**config.mk**
```make
export PLATFORM = sky130hd
export DESIGN_NAME = crc16_checked_sensor_frame_parser_unit
export DESIGN_NICKNAME = d
export VERILOG_FILES = /design/src/csfp_pkg.sv /design/src/crc16_checked_sensor_frame_parser_unit.sv
export SDC_FILE = /design/constraint.sdc
export NUM_CORES = 1
export LEC_CHECK = 0
export BUFFER_PORTS_ARGS = -buffer_cell sky130_fd_sc_hd__buf_2
export CAP_MARGIN = 20
export CORE_ASPECT_RATIO = 1.1
export CORE_MARGIN = 5
export CORE_UTILIZATION = 60
export CTS_CLUSTER_DIAMETER = 120
export CTS_CLUSTER_SIZE = 20
export DETAILED_ROUTE_END_ITERATION = 8
export PLACE_DENSITY = 0.87
export SETUP_SLACK_MARGIN = 0.05
export SYNTH_ARGS = -nofsm -noshare
export SYNTH_HDL_FRONTEND = slang
export SYNTH_SLANG_ARGS = --single-unit
```
**constraint.sdc**
```tcl
create_clock -name clk -period 24.8 [get_ports clk]
set_input_delay 2.48 -clock clk [delete_from_list [all_inputs] [get_ports clk]]
set_output_delay 2.48 -clock clk [all_outputs]
set_load 0.1 [all_outputs]
```
**src/csfp_pkg.sv**
```systemverilog
// Package for the checked sensor frame parser.
// Holds frame layout constants, status codes and the byte-wide CRC-16 update.
// Used by the top level and by its port checker.
package csfp_pkg;

    typedef logic [1:0]  status_t;
    typedef logic [6:0]  pos_t;
    typedef logic [7:0]  byte_t;
    typedef logic [15:0] word_t;

    // Status codes of a result item.
    localparam status_t STATUS_OK          = 2'd0;
    localparam status_t STATUS_TOO_SHORT   = 2'd1;
    localparam status_t STATUS_WRONG_START = 2'd2;
    localparam status_t STATUS_CRC_ERROR   = 2'd3;

    // Framing bytes and CRC polynomial.
    localparam byte_t ACK_CODE   = 8'h06;
    localparam byte_t START_CODE = 8'h4C;
    localparam word_t CRC_POLY   = 16'h1021;

    // Frame layout, in frame byte offsets.
    localparam pos_t CRC_HIGH_POS = 7'd97;
    localparam pos_t CRC_LOW_POS  = 7'd98;
    localparam pos_t HUMIDITY_POS = 7'd33;
    localparam pos_t DAY_RAIN_POS = 7'd50;
    localparam pos_t POS_MAX      = 7'd127;

    // A frame needs frame bytes 0 to 98; the buffer position of its last byte.
    localparam pos_t LAST_NEEDED_POS = 7'd98;

    localparam int NUM_WORDS = 7;
    localparam pos_t WORD_OFFSET [NUM_WORDS] = '{7'd7, 7'd9, 7'd12, 7'd16,
                                                 7'd18, 7'd20, 7'd22};

    // One byte of CRC-16, MSB first, no reflection.
    function automatic word_t crc16_byte(input word_t crc, input byte_t d);
        word_t c;
        c = crc ^ {d, 8'h00};
        for (int i = 0; i < 8; i++)
        begin
            if (c[15])
            begin
                c = {c[14:0], 1'b0} ^ CRC_POLY;
            end
            else
            begin
                c = {c[14:0], 1'b0};
            end
        end
        return c;
    endfunction

endpackage

```
**src/crc16_checked_sensor_frame_parser_unit.sv**
```systemverilog
// Top level of the checked sensor frame parser.
// Depends on csfp_pkg for frame constants, status codes and the CRC update.
//
// Usage:
// The input channel (in_valid, in_stall, data_byte, last_byte) takes one byte
// of a received buffer per item; last_byte marks the final byte. A leading
// ACK byte followed by 'L' is dropped, otherwise the frame must start with
// 'L'. The CRC-16 over frame bytes 0 to 96 is checked against the big-endian
// CRC in bytes 97 and 98, and the weather fields are captured at fixed
// offsets.
// The output channel (out_valid, out_stall and the status and field ports)
// gives one result item per buffer, on its last byte. Fields read zero
// unless status is ok.
// Throughput is one byte per cycle unless stalled: each byte passes an input
// register, then one CRC byte update and field capture into the parse state
// and the result register, which sets out_valid on a last byte. Reset clears
// both valid flags and the parse state but for the captured fields. While the
// receiver stalls, the result holds; non-last bytes keep flowing, and only a
// second last byte waits in the input register, which then raises in_stall.
module crc16_checked_sensor_frame_parser_unit
    import csfp_pkg::*;
(
    input  logic        clk,
    input  logic        rst_n,

    input  logic        in_valid,
    output logic        in_stall,
    input  logic [7:0]  data_byte,
    input  logic        last_byte,

    output logic        out_valid,
    input  logic        out_stall,
    output logic [1:0]  status,
    output logic [15:0] barometer,
    output logic [15:0] room_temp,
    output logic [15:0] air_temp,
    output logic [15:0] wind_bearing,
    output logic [15:0] wind_avg_ten_minutes,
    output logic [15:0] wind_avg_two_minutes,
    output logic [15:0] wind_gust_ten_minutes,
    output logic [7:0]  air_humidity,
    output logic [7:0]  day_rain_low
);

    // Input register.
    logic  s1_valid_reg;
    byte_t s1_data_reg;
    logic  s1_last_reg;

    // Parse state.
    pos_t  pos_reg, pos_next;
    logic  ack_reg, ack_next;
    logic  serr_reg, serr_next;
    word_t crc_reg, crc_next;
    byte_t crc_high_reg, crc_high_next;
    word_t words_reg [NUM_WORDS];
    word_t words_next [NUM_WORDS];
    byte_t humidity_reg, humidity_next;
    byte_t rain_reg, rain_next;

    // Result register.
    logic    out_valid_reg;
    status_t status_reg;
    word_t   out_words_reg [NUM_WORDS];
    byte_t   out_humidity_reg;
    byte_t   out_rain_reg;

    logic    out_free;
    logic    s1_done;
    logic    out_load;
    logic    do_frame;
    pos_t    fi;
    logic    too_short;
    status_t status_next;

    // Handshake: a non-last item always proceeds, a last one needs room.
    assign out_free = !out_valid_reg || !out_stall;
    assign s1_done  = !s1_last_reg || out_free;
    assign in_stall = s1_valid_reg && !s1_done;
    assign out_load = s1_valid_reg && s1_last_reg && out_free;

    // Input register.
    always_ff @(posedge clk or negedge rst_n)
    begin
        if (!rst_n)
        begin
            s1_valid_reg <= 1'b0;
        end
        else if (in_valid && !in_stall)
        begin
            s1_valid_reg <= 1'b1;
        end
        else if (s1_done)
        begin
            s1_valid_reg <= 1'b0;
        end
    end

    always_ff @(posedge clk)
    begin
        if (in_valid && !in_stall)
        begin
            s1_data_reg <= data_byte;
            s1_last_reg <= last_byte;
        end
    end

    // Start detection and the frame offset of the current byte.
    always_comb
    begin
        ack_next  = ack_reg;
        serr_next = serr_reg;
        do_frame  = 1'b0;
        fi        = pos_reg;
        if (pos_reg == '0)
        begin
            if (s1_data_reg == ACK_CODE)
            begin
                ack_next = 1'b1;
            end
            else
            begin
                serr_next = (s1_data_reg != START_CODE);
                do_frame  = 1'b1;
            end
        end
        else if (ack_reg)
        begin
            if (pos_reg == 7'd1 && s1_data_reg != START_CODE)
            begin
                ack_next  = 1'b0;
                serr_next = 1'b1;
            end
            else
            begin
                do_frame = 1'b1;
                fi       = pos_reg - 7'd1;
            end
        end
        else
        begin
            do_frame = 1'b1;
        end
    end

    // CRC update and field capture for one frame byte.
    always_comb
    begin
        crc_next      = crc_reg;
        crc_high_next = crc_high_reg;
        humidity_next = humidity_reg;
        rain_next     = rain_reg;
        for (int k = 0; k < NUM_WORDS; k++)
        begin
            words_next[k] = words_reg[k];
        end
        if (do_frame)
        begin
            if (fi < CRC_HIGH_POS)
            begin
                crc_next = crc16_byte(crc_reg, s1_data_reg);
            end
            else if (fi == CRC_HIGH_POS)
            begin
                crc_high_next = s1_data_reg;
            end
            else if (fi == CRC_LOW_POS)
            begin
                crc_next = crc_reg ^ {crc_high_reg, s1_data_reg};
            end
            for (int k = 0; k < NUM_WORDS; k++)
            begin
                if (fi == WORD_OFFSET[k])
                begin
                    words_next[k] = {words_reg[k][15:8], s1_data_reg};
                end
                else if (fi == WORD_OFFSET[k] + 7'd1)
                begin
                    words_next[k] = {s1_data_reg, words_reg[k][7:0]};
                end
            end
            if (fi == HUMIDITY_POS)
            begin
                humidity_next = s1_data_reg;
            end
            if (fi == DAY_RAIN_POS)
            begin
                rain_next = s1_data_reg;
            end
        end
        pos_next = (pos_reg != POS_MAX) ? pos_reg + 7'd1 : pos_reg;
    end

    // Status of the buffer when this byte is the last one.
    assign too_short = (pos_reg < LAST_NEEDED_POS) ||
                       (ack_next && pos_reg == LAST_NEEDED_POS);

    always_comb
    begin
        if (too_short)
        begin
            status_next = STATUS_TOO_SHORT;
        end
        else if (serr_next)
        begin
            status_next = STATUS_WRONG_START;
        end
        else if (crc_next != '0)
        begin
            status_next = STATUS_CRC_ERROR;
        end
        else
        begin
            status_next = STATUS_OK;
        end
    end

    // Parse state control; the last byte returns it to the start of a buffer.
    always_ff @(posedge clk or negedge rst_n)
    begin
        if (!rst_n)
        begin
            pos_reg      <= '0;
            ack_reg      <= 1'b0;
            serr_reg     <= 1'b0;
            crc_reg      <= '0;
            crc_high_reg <= '0;
        end
        else if (s1_valid_reg && s1_done)
        begin
            if (s1_last_reg)
            begin
                pos_reg      <= '0;
                ack_reg      <= 1'b0;
                serr_reg     <= 1'b0;
                crc_reg      <= '0;
                crc_high_reg <= '0;
            end
            else
            begin
                pos_reg      <= pos_next;
                ack_reg      <= ack_next;
                serr_reg     <= serr_next;
                crc_reg      <= crc_next;
                crc_high_reg <= crc_high_next;
            end
        end
    end

    // Captured fields; an ok frame rewrites every one of them.
    always_ff @(posedge clk)
    begin
        if (s1_valid_reg && s1_done)
        begin
            for (int k = 0; k < NUM_WORDS; k++)
            begin
                words_reg[k] <= words_next[k];
            end
            humidity_reg <= humidity_next;
            rain_reg     <= rain_next;
        end
    end

    // Result register valid flag.
    always_ff @(posedge clk or negedge rst_n)
    begin
        if (!rst_n)
        begin
            out_valid_reg <= 1'b0;
        end
        else if (out_load)
        begin
            out_valid_reg <= 1'b1;
        end
        else if (!out_stall)
        begin
            out_valid_reg <= 1'b0;
        end
    end

    // Result payload; fields are zero unless the frame checked out.
    always_ff @(posedge clk)
    begin
        if (out_load)
        begin
            status_reg <= status_next;
            for (int k = 0; k < NUM_WORDS; k++)
            begin
                out_words_reg[k] <= (status_next == STATUS_OK) ? words_next[k] : '0;
            end
            out_humidity_reg <= (status_next == STATUS_OK) ? humidity_next : '0;
            out_rain_reg     <= (status_next == STATUS_OK) ? rain_next : '0;
        end
    end

    assign out_valid             = out_valid_reg;
    assign status                = status_reg;
    assign barometer             = out_words_reg[0];
    assign room_temp             = out_words_reg[1];
    assign air_temp              = out_words_reg[2];
    assign wind_bearing          = out_words_reg[3];
    assign wind_avg_ten_minutes  = out_words_reg[4];
    assign wind_avg_two_minutes  = out_words_reg[5];
    assign wind_gust_ten_minutes = out_words_reg[6];
    assign air_humidity          = out_humidity_reg;
    assign day_rain_low          = out_rain_reg;

endmodule

```
Word-level counts from Yosys, hierarchy flattened
Memory sizes are Yosys's and may differ from the RTL's.
Index checks and enable logic that the tools add are counted.
{ "totals": {"register_bits": 78, "ram_bits": 224, "in_bits": 13, "memories": 2} }
{ "mem_list": {"columns": ["memory", "words", "width", "rd", "rd_ports_with_merged_regs", "write_ports", "line", "source"], "rows": [
  ["out_words_reg", 7, 16, 7, 0, 7, "crc16_checked_sensor_frame_parser_unit.sv:64", "word_t out_words_reg [NUM_WORDS];"],
  ["words_reg", 7, 16, 7, 0, 7, "crc16_checked_sensor_frame_parser_unit.sv:56", "word_t words_reg [NUM_WORDS];"]
]} }
{ "op_classes": {"add_sub_neg": 2, "n_lt_le_gt_ge": 2, "eq_ne": 25, "mux": 86, "bitwise": 10, "n_reduce_logical": 24} }
{ "op_table": {"columns": ["cell", "n"], "rows": [
  ["2-to-1 mux 16 bit", 40],
  ["2-to-1 mux 112 bit", 1],
  ["2-to-1 mux 13 bit", 8],
  ["2-to-1 mux 8 bit", 8],
  ["== test 7 x 5 -> 1 bit, second input constant", 8],
  ["== test 7 x 4 -> 1 bit, second input constant", 5],
  ["2-to-1 mux 7 bit", 5],
  ["bitwise XOR 16 bit", 2],
  ["inverter 3 bit", 8],
  ["== test 7 bit, second input constant", 3],
  ["2-to-1 mux 1 bit", 21],
  ["nonzero test 16 bit", 1],
  ["== test 7 x 6 -> 1 bit, second input constant", 2],
  ["< comparator 7 bit, second input constant", 2],
  ["== test 8 x 3 -> 1 bit, second input constant", 1],
  ["inequality test 8 x 7 -> 1 bit, second input constant", 1],
  ["nonzero test 2 bit", 4],
  ["adder 7 x 1 -> 7 bit, second input constant", 1],
  ["== test 7 x 1 -> 1 bit, second input constant", 1],
  ["== test 7 x 3 -> 1 bit, second input constant", 1],
  ["logical AND 1 bit", 7],
  ["zero test 7 bit", 1],
  ["inequality test 7 bit, second input constant", 1],
  ["subtractor 7 x 1 -> 7 bit, second input constant", 1],
  ["8 further kinds", 16]
]} }

Depth between registers and ports, before layout
Gate-level depths: netlist (run 1).
{ "logic_depth": {"word_depth": 42, "ltp_mapped": 17} }

Worst setup path after synthesis (run 1)
OpenSTA, ideal clock, no wires.
{ "synth_timing": {"kind": "input -> register", "start": "in out_stall", "end": "reg crc_high_reg[7]", "setup_ps": 83, "arrival_ps": 9955, "t_required_ps": 24717, "setup_slack_ps": 14763, "stages": 6, "n_path_buf": 1, "cell_sequence": "a21oi_1 inv_1 o41ai_1 clkbuf_1 nand3_1 o21ai_0"} }
{ "synth_via": {"elab_chain_len": 5} }
{ "synth_lines": {"columns": ["element", "line", "source"], "rows": [
  ["start, declared", "crc16_checked_sensor_frame_parser_unit.sv:32", "input logic out_stall,"],
  ["zero test 1 bit", null, null],
  ["logical OR 1 bit", "crc16_checked_sensor_frame_parser_unit.sv:77", "assign out_free = !out_valid_reg || !out_stall;"],
  ["logical OR 1 bit", "crc16_checked_sensor_frame_parser_unit.sv:78", "assign s1_done = !s1_last_reg || out_free;"],
  ["logical AND 1 bit", "crc16_checked_sensor_frame_parser_unit.sv:229", "else if (s1_valid_reg && s1_done)"],
  ["AND reduction 4 bit (no line)", null, null],
  ["end signal, assigned", "crc16_checked_sensor_frame_parser_unit.sv:245", "crc_high_reg <= crc_high_next;"],
  ["end, declared", "crc16_checked_sensor_frame_parser_unit.sv:55", "byte_t crc_high_reg, crc_high_next;"]
]} }
No other way between the ends.
A chain may end at the register's enable or synchronous reset.

Worst setup path in the final report (run 1)
{ "layout_timing": {"start": "in out_stall", "end": "out in_stall"} }
{ "layout_via": {"elab_chain_len": 5} }
{ "layout_lines": {"columns": ["element", "line", "source"], "rows": [
  ["zero test 1 bit", null, null],
  ["logical OR 1 bit", "crc16_checked_sensor_frame_parser_unit.sv:77", null],
  ["logical OR 1 bit", "crc16_checked_sensor_frame_parser_unit.sv:78", null],
  ["zero test 1 bit", "crc16_checked_sensor_frame_parser_unit.sv:79", "assign in_stall = s1_valid_reg && !s1_done;"],
  ["logical AND 1 bit", "crc16_checked_sensor_frame_parser_unit.sv:79", null],
  ["end, declared", "crc16_checked_sensor_frame_parser_unit.sv:27", "output logic in_stall,"]
]} }
No other way between the ends.

==> results of run 1 <==
[cell usage after synthesis, types with 2 or more instances]
master    count  area, sq um
a221o_1       7         70.1
a221oi_1      3         26.3
nor3_1        6         30.0
a211o_1       5         43.8
o21a_1        3         22.5
buf_6        19          214
ha_1          5         62.6
a31oi_1       4         25.0
o211ai_1      9         67.6
buf_2        14         70.1
clkbuf_1     38          143
nand4_1       6         37.5
a21oi_1      18         90.1
mux2_2      127         1430
buf_4        11         82.6
o22ai_1       5         31.3
nor2b_1       2         12.5
nand3_1      26          130
inv_1        18         67.6
nand2_1      54          203
edfxtp_1    267         8020
xnor2_1      19          166
or3_1         5         31.3
a22oi_1       2         15.0
a31o_2        3         26.3
o21ai_0      31          155
dfrtp_1      35          876
a211oi_1      2         15.0
a32o_1        2         20.0
xor2_1       12          105
and2_1        3         18.8
nor2_1       28          105
nand2b_1      3         18.8
and3_1        6         37.5
nor4b_2     121         1820
and4_1        2         17.5
nor4b_1       8         70.1
a22o_1        2         17.5
[power by group through the flow]
| stage | combinational [mW] | clock (mW) | sequential (mW) |
|---|---|---|---|
| 3_5_place_dp | 0.301 | 0 | 0.645 |
| 5_1_grt | 0.325 | 0.337 | 0.639 |
| 2_1_floorplan | 0.166 | 0 | 0.726 |
| 4_1_cts | 0.302 | 0.312 | 0.635 |
| 3_3_place_gp | 0.295 | 0 | 0.644 |
| 6_report | 0.306 | 0.310 | 0.635 |
[routing by layer]
| layer | vias to the layer above | GRT usage, % |
|---|---|---|
| met5 | - | 0 |
| met2 | 371 | 37.3 |
| met1 | 4469 | 31.8 |
| met4 | 0 | 5.97 |
| met3 | 66 | 3.20 |
| li1 | 3932 | - |
[worst max-delay path: stages]
cell and delay, ns:
buf_2 0.14, nand4_1 0.14, inv_1 0.08, buf_2 0.42
[metrics by stage]
stage | total power [mW] | cell area (sq um) | hold WS [ns] | utilization [%]
3_5_place_dp | 0.946 | 15400 | 0.499 | 63.4
4_1_cts | 1.25 | 16000 | 0.517 | 65.7
2_1_floorplan | 0.893 | 14700 | 0.451 | -
5_1_grt | 1.30 | 16100 | 0.552 | 66.1
3_3_place_gp | 0.939 | 15400 | 0.473 | 63.4
6_report | 1.25 | 16100 | 0.511 | 66.1
[cells in the final DEF, fill, tap and decap left out, types with 6 or more instances in the layout]
master and instances:
edfxtp_1 267, buf_4 16, xnor2_1 19, nor4b_1 8
nor3_1 6, o211ai_1 9, and3_1 6, clkbuf_16 19
inv_1 18, dfrtp_1 35, a21oi_1 17, xor2_1 12
nand4_1 6, a221o_1 7, nand3_1 26, o21ai_0 31
nand2_1 54, buf_2 144, nor2_1 28, nor4b_2 121
mux2_2 127, clkbuf_1 13
[layout make-up]
| cell class | count | area [sq um] |
|---|---|---|
| repair buffers | 165 | 971 |
| flip-flops and latches | 302 | 8890 |
| inverters | 19 | 76.3 |
| well taps | 310 | 388 |
| clock inverters | 1 | 20.0 |
| clock buffers | 32 | 524 |
| fillers | 1697 | 8240 |
| multi-input cells | 555 | 5210 |
[cell families after synthesis]
family                     count (synthesis)  share of synthesized area [%]
AOI/OAI and AO/OA                        108                           5.25
xor gates and xnor gates                  31                           1.85
adders and majority gates                  5                          0.426
buffers and inverters                    102                           4.09
DFF                                      302                           60.5
muxes                                    127                           9.73
and+or+nand+nor                          284                           18.1
[path summary, 6_finish.rpt]
path                                start  slack (ns)  cells past startpoint                  end
hold / removal                   serr_reg        0.51                      2             serr_reg
setup reg to reg           s1_data_reg[4]       19.26                     13  out_words_reg[0][0]
hold reg to reg                  serr_reg        0.51                      2             serr_reg
max in group asynchronous           rst_n       22.22                      1      crc_high_reg[6]
min in group asynchronous           rst_n        2.06                      1           pos_reg[4]
setup / recovery                out_stall       19.06                      4             in_stall
==> flow_summary.ini, run 1 <==
[sta]
rsz0062_at_grt = false
timing.final.ws_setup_ns = 19.06
max_freq_mhz = 174
clock_skew_ns = 0.0255
worstMarginPinSlew_ns = 1.06
fin_crit_ns = 5.74
setup_violations = 0
period_share_pct = 23.1
tns_ns = 0
relSlewSlack_pct = 28.8
hold_viol_final = 0
slew_viol_final = 0

[synthesis]
ys_seq_area_share_pct = 60.5
synth_edf_count = 267
ys_types = 66
synth_ff_type = edfxtp_1
syn_avg_cell_area_sq_um = 15.3
synth_seq_cells = 302
async_reset_ff_share_pct = 11.6
netlist_area_sq_mm = 0.0147
synthesis.nets = 977
ys_warn_count = 0
postSynthCellCount = 959

[cells_and_area]
drive_above_1_share_pct = 42.1
stdcell_count = 1384
area_growth_pct = 9.48
fin_nets = 1080
num_antenna_cells = 0

[place]
detailedPlace.worstSlack_ns = 19.06
io_buffers = 144
placedCellCount = 1347
dp_hpwl_microns = 19500
routabilityCongestion = 0.908

[routing]
dr_wl_met3_microns = 2160
wl_met2_microns = 16100
wl_met1_microns = 13500
firstDrtPassIters = 5
top_layer_used = met4
route.vias.total = 8838
wirelength_microns = 32500
dr.first_iter.drc_count = 1106
vias_per_cell = 6.39
wl_per_cell_microns = 23.5
ant_nets = 0
drc_errors = 0

[clocking]
holdBufCountCts = 0
cts.sinks = 302
cts_tree = done
h-tree-depth = 1
cts_resized = 0
cts-root-buf = clkbuf_16
numCtsBuffers = 19
clk_path_buf_depth = 3
clk_latency_ns = 0.50
clk_pin_slew_worst_paths_ns = 0.08
post_cts_buffers = 0

[critical_path]
required_ns = 22.32
arrival_ns = 3.26
worstSetupPathType = in -> out
path_max_fanout = 4
cp-start-kind = input port
end_kind = output pin

[floorplanning]
start_util_pct = 60.4
die_y_microns = 174
coreArea_sq_mm = 0.0243
dieArea_sq_mm = 0.0277
dieWidth_microns = 159
io_pins = 145
std_cell_rows = 60

[worst_hold_path]
hp-class = reg -> reg

[power]
clock_power_share_pct = 24.8
power_density_mw_per_mm2 = 77.7
power_frac_comb_pct = 24.5
pwr-share-seq_pct = 50.8
p_sw_share_pct = 32.7
leakage_nw = 5.18
ir_drop_v = 0.0000440
power.switching_mw = 0.409
internal_power_mw = 0.842

[global_routing]
antenna_found_initial = 0
grt_pass1_wl_microns = 50600
grt_util_all_layers_pct = 22.6
grt_pass1_vias = 8805
grt_overflow = 0
grt_max_degree = 129

[status]
status = completed

[job]
cap_violations = 0
Power figures use the tool's default switching activity.
==> run 2, diff against run 1 <==
- CORE_UTILIZATION: 60 -> 54
- PLACE_DENSITY: 0.87 -> 0.83
- clock period: 24.8 -> 5.04 ns (I/O delays scaled with it)
==> flow_summary.ini, run 2 (synthesis gave the netlist of run 1 again) <==
[place]
routabilityCongestion = 0.922
dp_hpwl_microns = 20200
io_buffers = 144
detailedPlace.worstSlack_ns = 0.634

[global_routing]
grt_util_all_layers_pct = 21.1
grt_pass1_wl_microns = 51700
grt_pass1_vias = 8771
grt_max_degree = 92
antenna_found_initial = 0
grt_overflow = 0

[job]
cap_violations = 0

[critical_path]
cp-start-kind = flop
arrival_ns = 4.81
path_max_fanout = 91
end_kind = flop
r2r_slack_ns = 0.53
worstSetupPathType = reg -> reg
required_ns = 5.34

[cells_and_area]
fill_cells = 2005
final_common_cell = edfxtp_1
layout_common_cells = edfxtp_1 (267), buf_2 (144), mux2_2 (127), nor4b_2 (121), nand2_1 (54)
drive_above_1_share_pct = 42.5
fin_nets = 1087
area_growth_pct = 9.83
num_antenna_cells = 0
utilization_pct = 60.0

[routing]
dr.first_iter.drc_count = 864
vias_per_cell = 6.11
firstDrtPassIters = 6
ant_nets = 0
wirelength_microns = 32900
wl_per_cell_microns = 22.9
drc_errors = 0
route.vias.total = 8786

[clocking]
numCtsBuffers = 19
holdBufCountCts = 0
cts-root-buf = clkbuf_16
clk_pin_slew_worst_paths_ns = 0.09
cts_resized = 0
clk_latency_ns = 0.51
post_cts_buffers = 0
h-tree-depth = 1
cts.sinks = 302
cts_tree = done
clk_path_buf_depth = 3

[sta]
holdWs_ns = 0.0819
tns_ns = 0
timing.final.ws_setup_ns = 0.529
clock_skew_ns = 0.0251
rsz0062_at_grt = false
period_share_pct = 89.5
hold_viol_final = 0
fin_crit_ns = 4.51
slew_viol_final = 0
worstMarginPinSlew_ns = 1.05
setup_violations = 0
max_freq_mhz = 222
relSlewSlack_pct = 29.4

[power]
power_mw = 6.17
leakage_nw = 5.19
ir_drop_v = 0.000212
power_density_mw_per_mm2 = 382

[floorplanning]
dieWidth_microns = 167
dieArea_sq_mm = 0.0306
die_y_microns = 183
io_pins = 145
start_util_pct = 54.7
std_cell_rows = 63
coreArea_sq_mm = 0.0269

[status]
status = completed

[worst_hold_path]
hp-class = in -> async
[run 2: metal layers]
layer / routed length (microns) / track usage [%]
met3: 1900 / 2.39
met1: 14100 / 29.9
met5: 0 / 0
met4: 544 / 4.48
met2: 16400 / 35.8
[run 2: per-stage QoR]
stage               std cells  instance area (sq um)
global route             1437                  16100
global placement         1405                  15600
finish                   1437                  16100
detailed placement       1405                  15600
floorplan                 959                  14700
CTS                      1437                  16100
[run 2: path summary, 6_finish.rpt]
kind                                   start                  end  depth (start not counted)
worst max-delay path              pos_reg[0]  out_words_reg[1][6]                         13
worst max register to register    pos_reg[0]  out_words_reg[1][6]                         13
max in group asynchronous              rst_n           crc_reg[2]                          1
min in group clk                data_byte[4]       s1_data_reg[4]                          1
worst min-delay path                   rst_n           pos_reg[2]                          1
worst min register to register      serr_reg             serr_reg                          2
[run 2: final cells by class]
class                           count  area [sq um]  area share [%]
Inverter                           19          76.3           0.473
Clock buffer                       31           520            3.23
Timing Repair Buffer              172           968            6.00
Clock inverter                      1          20.0           0.124
Tap cell                          357           447            2.77
Sequential cell                   302          8890            55.1
Multi-Input combinational cell    555          5210            32.3
[run 2: where the power goes]
| group | internal [mW] | leakage, nW | total, mW | switching [mW] |
|---|---|---|---|---|
| logic | 0.452 | 2.02 | 1.53 | 1.08 |
| registers | 2.97 | 2.91 | 3.11 | 0.142 |
| clock network | 0.721 | 0.258 | 1.53 | 0.809 |
| total | 4.14 | 5.19 | 6.17 | 2.03 |
[run 2: worst max-delay path, cell delays in order, from the launching register on]
cell,delay (ns)
dfrtp_1,0.51
inv_1,0.21
ha_1,0.24
nand3b_1,0.23
o21ai_0,0.47
o2111ai_1,0.34
nor4b_4,0.28
buf_4,0.34
a221oi_1,0.13
a211oi_1,0.27
o2111a_1,0.25
nand4_1,0.17
buf_12,0.28
nor4b_1,0.44
